$ cat config.mk
export PLATFORM = sky130hd
export DESIGN_NAME = rrf_ctrl
export DESIGN_NICKNAME = d
export VERILOG_FILES = /design/src/rtl/rrf_pkg.sv /design/src/rtl/rrf_ctrl.sv
export SDC_FILE = /design/constraint.sdc
export NUM_CORES = 1
export LEC_CHECK = 0
export BUFFER_PORTS_ARGS = -buffer_cell sky130_fd_sc_hd__buf_2
export CAP_MARGIN = 15
export CORE_AREA = 3 3 40 42
export CTS_CLUSTER_SIZE = 24
export DETAILED_ROUTE_END_ITERATION = 12
export DIE_AREA = 0 0 43 45
export SETUP_SLACK_MARGIN = 0.3
export SKIP_LAST_GASP = 1
export SLEW_MARGIN = 20
export SYNTH_ARGS = -nofsm -noshare
export SYNTH_HDL_FRONTEND = slang
export SYNTH_SLANG_ARGS = --single-unit
$ cat constraint.sdc
create_clock -name clk -period 1.05 [get_ports clk]
set_clock_uncertainty 0.05 [all_clocks]
set_input_delay 0.21 -clock clk [delete_from_list [all_inputs] [get_ports clk]]
set_output_delay 0.21 -clock clk [all_outputs]
set_load 0.005 [all_outputs]
$ cat src/rtl/rrf_pkg.sv
// ----------------------------------------------------------------------------
// rrf_pkg: shared types and constants of the record ring FIFO
// Item layouts, operation and result codes, and the control and status
// bundles between the controller and the datapath.
// ----------------------------------------------------------------------------
package rrf_pkg;

  // Default geometry of the ring
  localparam int CAPACITY_DEFAULT         = 16;
  localparam int MAX_RECORD_BYTES_DEFAULT = 64;

  // Field widths fixed by the item layouts
  localparam int BYTE_BITS = 8;
  localparam int OCC_W     = 5;

  typedef enum logic {
    FUNC_PUSH = 1'b0,
    FUNC_POP  = 1'b1
  } func_t;

  typedef enum logic [1:0] {
    KIND_PUSH  = 2'd0,
    KIND_BYTE  = 2'd1,
    KIND_EMPTY = 2'd2
  } kind_t;

  typedef enum logic [1:0] {
    STATUS_OK       = 2'd0,
    STATUS_FULL     = 2'd1,
    STATUS_TOO_LONG = 2'd2
  } status_t;

  typedef enum logic {
    ST_IDLE   = 1'b0,
    ST_STREAM = 1'b1
  } state_t;

  typedef struct packed {
    func_t                 func;
    logic [BYTE_BITS-1:0]  data_byte;
    logic                  last;
  } cmd_item_t;

  typedef struct packed {
    kind_t                 kind;
    status_t               status;
    logic [BYTE_BITS-1:0]  out_byte;
    logic                  end_of_run;
    logic [OCC_W-1:0]      occupancy;
    logic                  is_full;
    logic                  is_empty;
  } rsp_item_t;

  // Commands from the controller to the datapath
  typedef struct packed {
    logic push;       // accepted push word
    logic pop_start;  // accepted pop of a stored record
    logic pop_empty;  // accepted pop of an empty ring
    logic load_byte;  // move the RAM read word into the result register
    logic read_next;  // read the following byte of the record
  } ctl_cmd_t;

  // Status from the datapath to the controller
  typedef struct packed {
    logic empty;      // no record stored
    logic out_free;   // result register can take a word this cycle
    logic rd_last;    // RAM read word is the final byte of its record
  } dp_sts_t;

endpackage

$ cat src/rtl/rrf_ctrl.sv
// ----------------------------------------------------------------------------
// rrf_ctrl: controller of the record ring FIFO
// Accepts command words and sequences the byte stream of a pop.
// ----------------------------------------------------------------------------
module rrf_ctrl import rrf_pkg::*; (
  input  logic     clk,
  input  logic     rst,
  input  logic     in_valid,
  input  func_t    in_func,
  output logic     in_ready,
  input  dp_sts_t  sts,
  output ctl_cmd_t cmds
);

  state_t state, state_next;

  // State register
  always_ff @(posedge clk) begin
    if (rst) begin
      state <= ST_IDLE;
    end else begin
      state <= state_next;
    end
  end

  // Next state and commands
  always_comb begin
    state_next = state;
    cmds       = '0;
    in_ready   = 1'b0;
    unique case (state)
      ST_IDLE: begin
        in_ready = sts.out_free;
        if (in_valid && sts.out_free) begin
          if (in_func == FUNC_PUSH) begin
            cmds.push = 1'b1;
          end else if (sts.empty) begin
            cmds.pop_empty = 1'b1;
          end else begin
            cmds.pop_start = 1'b1;
            state_next     = ST_STREAM;
          end
        end
      end
      ST_STREAM: begin
        // Emit one byte per free result slot, stop at the final byte
        if (sts.out_free) begin
          cmds.load_byte = 1'b1;
          if (sts.rd_last) begin
            state_next = ST_IDLE;
          end else begin
            cmds.read_next = 1'b1;
          end
        end
      end
      default: begin
        state_next = ST_IDLE;
      end
    endcase
  end

endmodule

==> results.cfg <==
[status]
run_status = complete, no violations

[floorplanning]
rows = 13
die_h_microns = 45
io_pins = 13
dieWidth_microns = 43
die_area_sq_um = 1940
core_area_sq_um = 1280
initial_core_util_pct = 8.28

[placed_design]
portBuffers = 12
place.gp.congestion = 0.644
dpl.hpwl_microns = 262
place_area_sq_um = 189
dp_slack_ns = 0.0516

[global_route]
overflow = 0
grt_max_degree = 5
grt_usage_pct = 2.91
grt_antenna_before_repair = 0
grt_pass1_vias = 114
grt_pass1_wl_microns = 462

[timing]
fin_crit_ns = 0.998
hold_viol = 0
grt_setup_unrepaired = yes
max_freq_mhz = 1000
setup_tns_ns = 0
max_slew_margin_pct = 92.5
setup_viol = 0
period_share_pct = 95.0
worst_pin_slew_ns = 0.112
drv_slew = 0
fin_ws_ns = 0.0525

[power]
vdd_ir_drop_max_mv = 0.115
seq_power_share_pct = 42.9
clkPwrFrac_pct = 0
cellPowerDensity_nw_per_um2 = 413
pwr-share-comb_pct = 57.1
intPower_uw = 78.5
swShare_pct = 19.3
p_leak_nw = 0.133
power.total_uw = 97.3
power.switching_uw = 18.7

[logic_synthesis]
syn_inst = 13
ys_ff_latch = 1
ys_seq_area_share_pct = 18.8
syn-cell-area_sq_um = 106
ys_warn_count = 0
syn_area_per_cell_sq_um = 8.18
synth_nets = 20
synth.distinct_cells = 11

[clocking]
worstSkewPairLatency_ns = 0
clk_pin_slew_ns = 0
ctsHoldBuffers = 0

[setup_path]
cp_top_family = flip-flops
path_cells = nand4b_1 > nor2_1 > buf_2
slowest_stage = dfxtp_2
slowest_delay_ns = 0.32
crit_fanout = 4
critPathBufInv = 1
cp-startpoint = state$_SDFF_PP0_
cp-start-kind = flip-flop
worst-endpoint-arrival_ns = 0.74
endpoint_kind = output pin
cp.required_ns = 0.79
reg2reg_from = state$_SDFF_PP0_
critical_path_class = reg2out

[min_path]
min_from = rst
hp-class = in2reg

[drt]
drtIter0Drc = 0
remaining_drc_errors = 0
drtPass1Iterations = 1
num_vias = 141
wire_per_inst_microns = 7.51
drt-total-wl_microns = 308
routed_via_density = 3.44
drtAntennaViolNets = 0

[final_layout]
top_register = state
final_common_cell = buf_2
utilization_pct = 18.3
area_growth_pct = 121
antenna_cells = 0
drive_gt1_share_pct = 61.5
fin_nets = 35
fin_area_sq_um = 235
largest_reg_flops = 1
final_cell_mix = buf_2 (7), buf_6 (5), nor2_1 (2), inv_1 (2)
reg_top3 = state x1

[flow_run]
maxCapViolCount = 0
area by class of cell:
class / count / area (sq um)
multi-input combinational: 10 / 81.3
timing repair buffer: 13 / 106
fill: 148 / 1050
sequential: 1 / 21.3
tap: 15 / 18.8
inverter: 2 / 7.51
tightest hold or removal path, stage by stage:
cell and delay, ns:
buf_6 0.09, inv_1 0.04, a32o_1 0.14
logic make-up after synthesis:
logic type	share of synthesized area, %
and+or+nand+nor	64.7
AOI/OAI and AO/OA	9.41
buffers and inverters	7.06
DFF	18.8
path summary, 6_finish.rpt:
path | cells past startpoint | to | slack, ns
worst max-delay path | 3 | cmds[2] | 0.05
worst min-delay path | 3 | state$_SDFF_PP0_ | 0.47
worst max register to register | 3 | state$_SDFF_PP0_ | 0.19
worst min register to register | 1 | state$_SDFF_PP0_ | 0.48
synthesized netlist by cell type (all sizes together):
| library cell | instances | share of area, % |
|---|---|---|
| inv | 2 | 7.1 |
| nor2 | 2 | 7.1 |
| a32o | 1 | 9.4 |
| and2 | 1 | 5.9 |
| and2b | 1 | 7.1 |
| and3b | 1 | 8.2 |
| and4bb | 1 | 12 |
| dfxtp | 1 | 19 |
| nand2 | 1 | 3.5 |
| nand4b | 1 | 8.2 |
| nor2b | 1 | 13 |
through the flow:
step / std cells / hold slack [ns]
2_1_floorplan: 13 / 0.360
3_3_place_gp: 40 / 0.479
3_5_place_dp: 40 / 0.492
4_1_cts: 41 / 0.477
5_1_grt: 41 / 0.483
6_report: 41 / 0.469
power groups by stage:
stage	Sequential [mW]	Clock, mW	Combinational [mW]
after detailed placement	0.0418	0	0.0388
after global routing	0.0420	0	0.0609
final	0.0418	0	0.0555
after floorplan	0.0416	0	0.0164
after CTS	0.0418	0	0.0525
after global placement	0.0416	0	0.0387
layer usage:
layer / up-vias / part of all wire, % / track usage (%) / routed length, microns
met5: - / 0 / 0 / 0
met1: 62 / 36 / 3.11 / 112
met4: 0 / 0 / 0 / 0
met3: 0 / 14 / 0.398 / 44
met2: 8 / 49 / 6.29 / 151
li1: 71 / - / - / -
repair_timing:
item                                    CTS  global route
resized for setup                         5             2
pin swaps                                 2             1
buffers inserted                          1             0
endpoints found under the setup margin    7             7
endpoints found under the hold margin     0             0
Note: power is estimated with default switching activity, not from simulation.
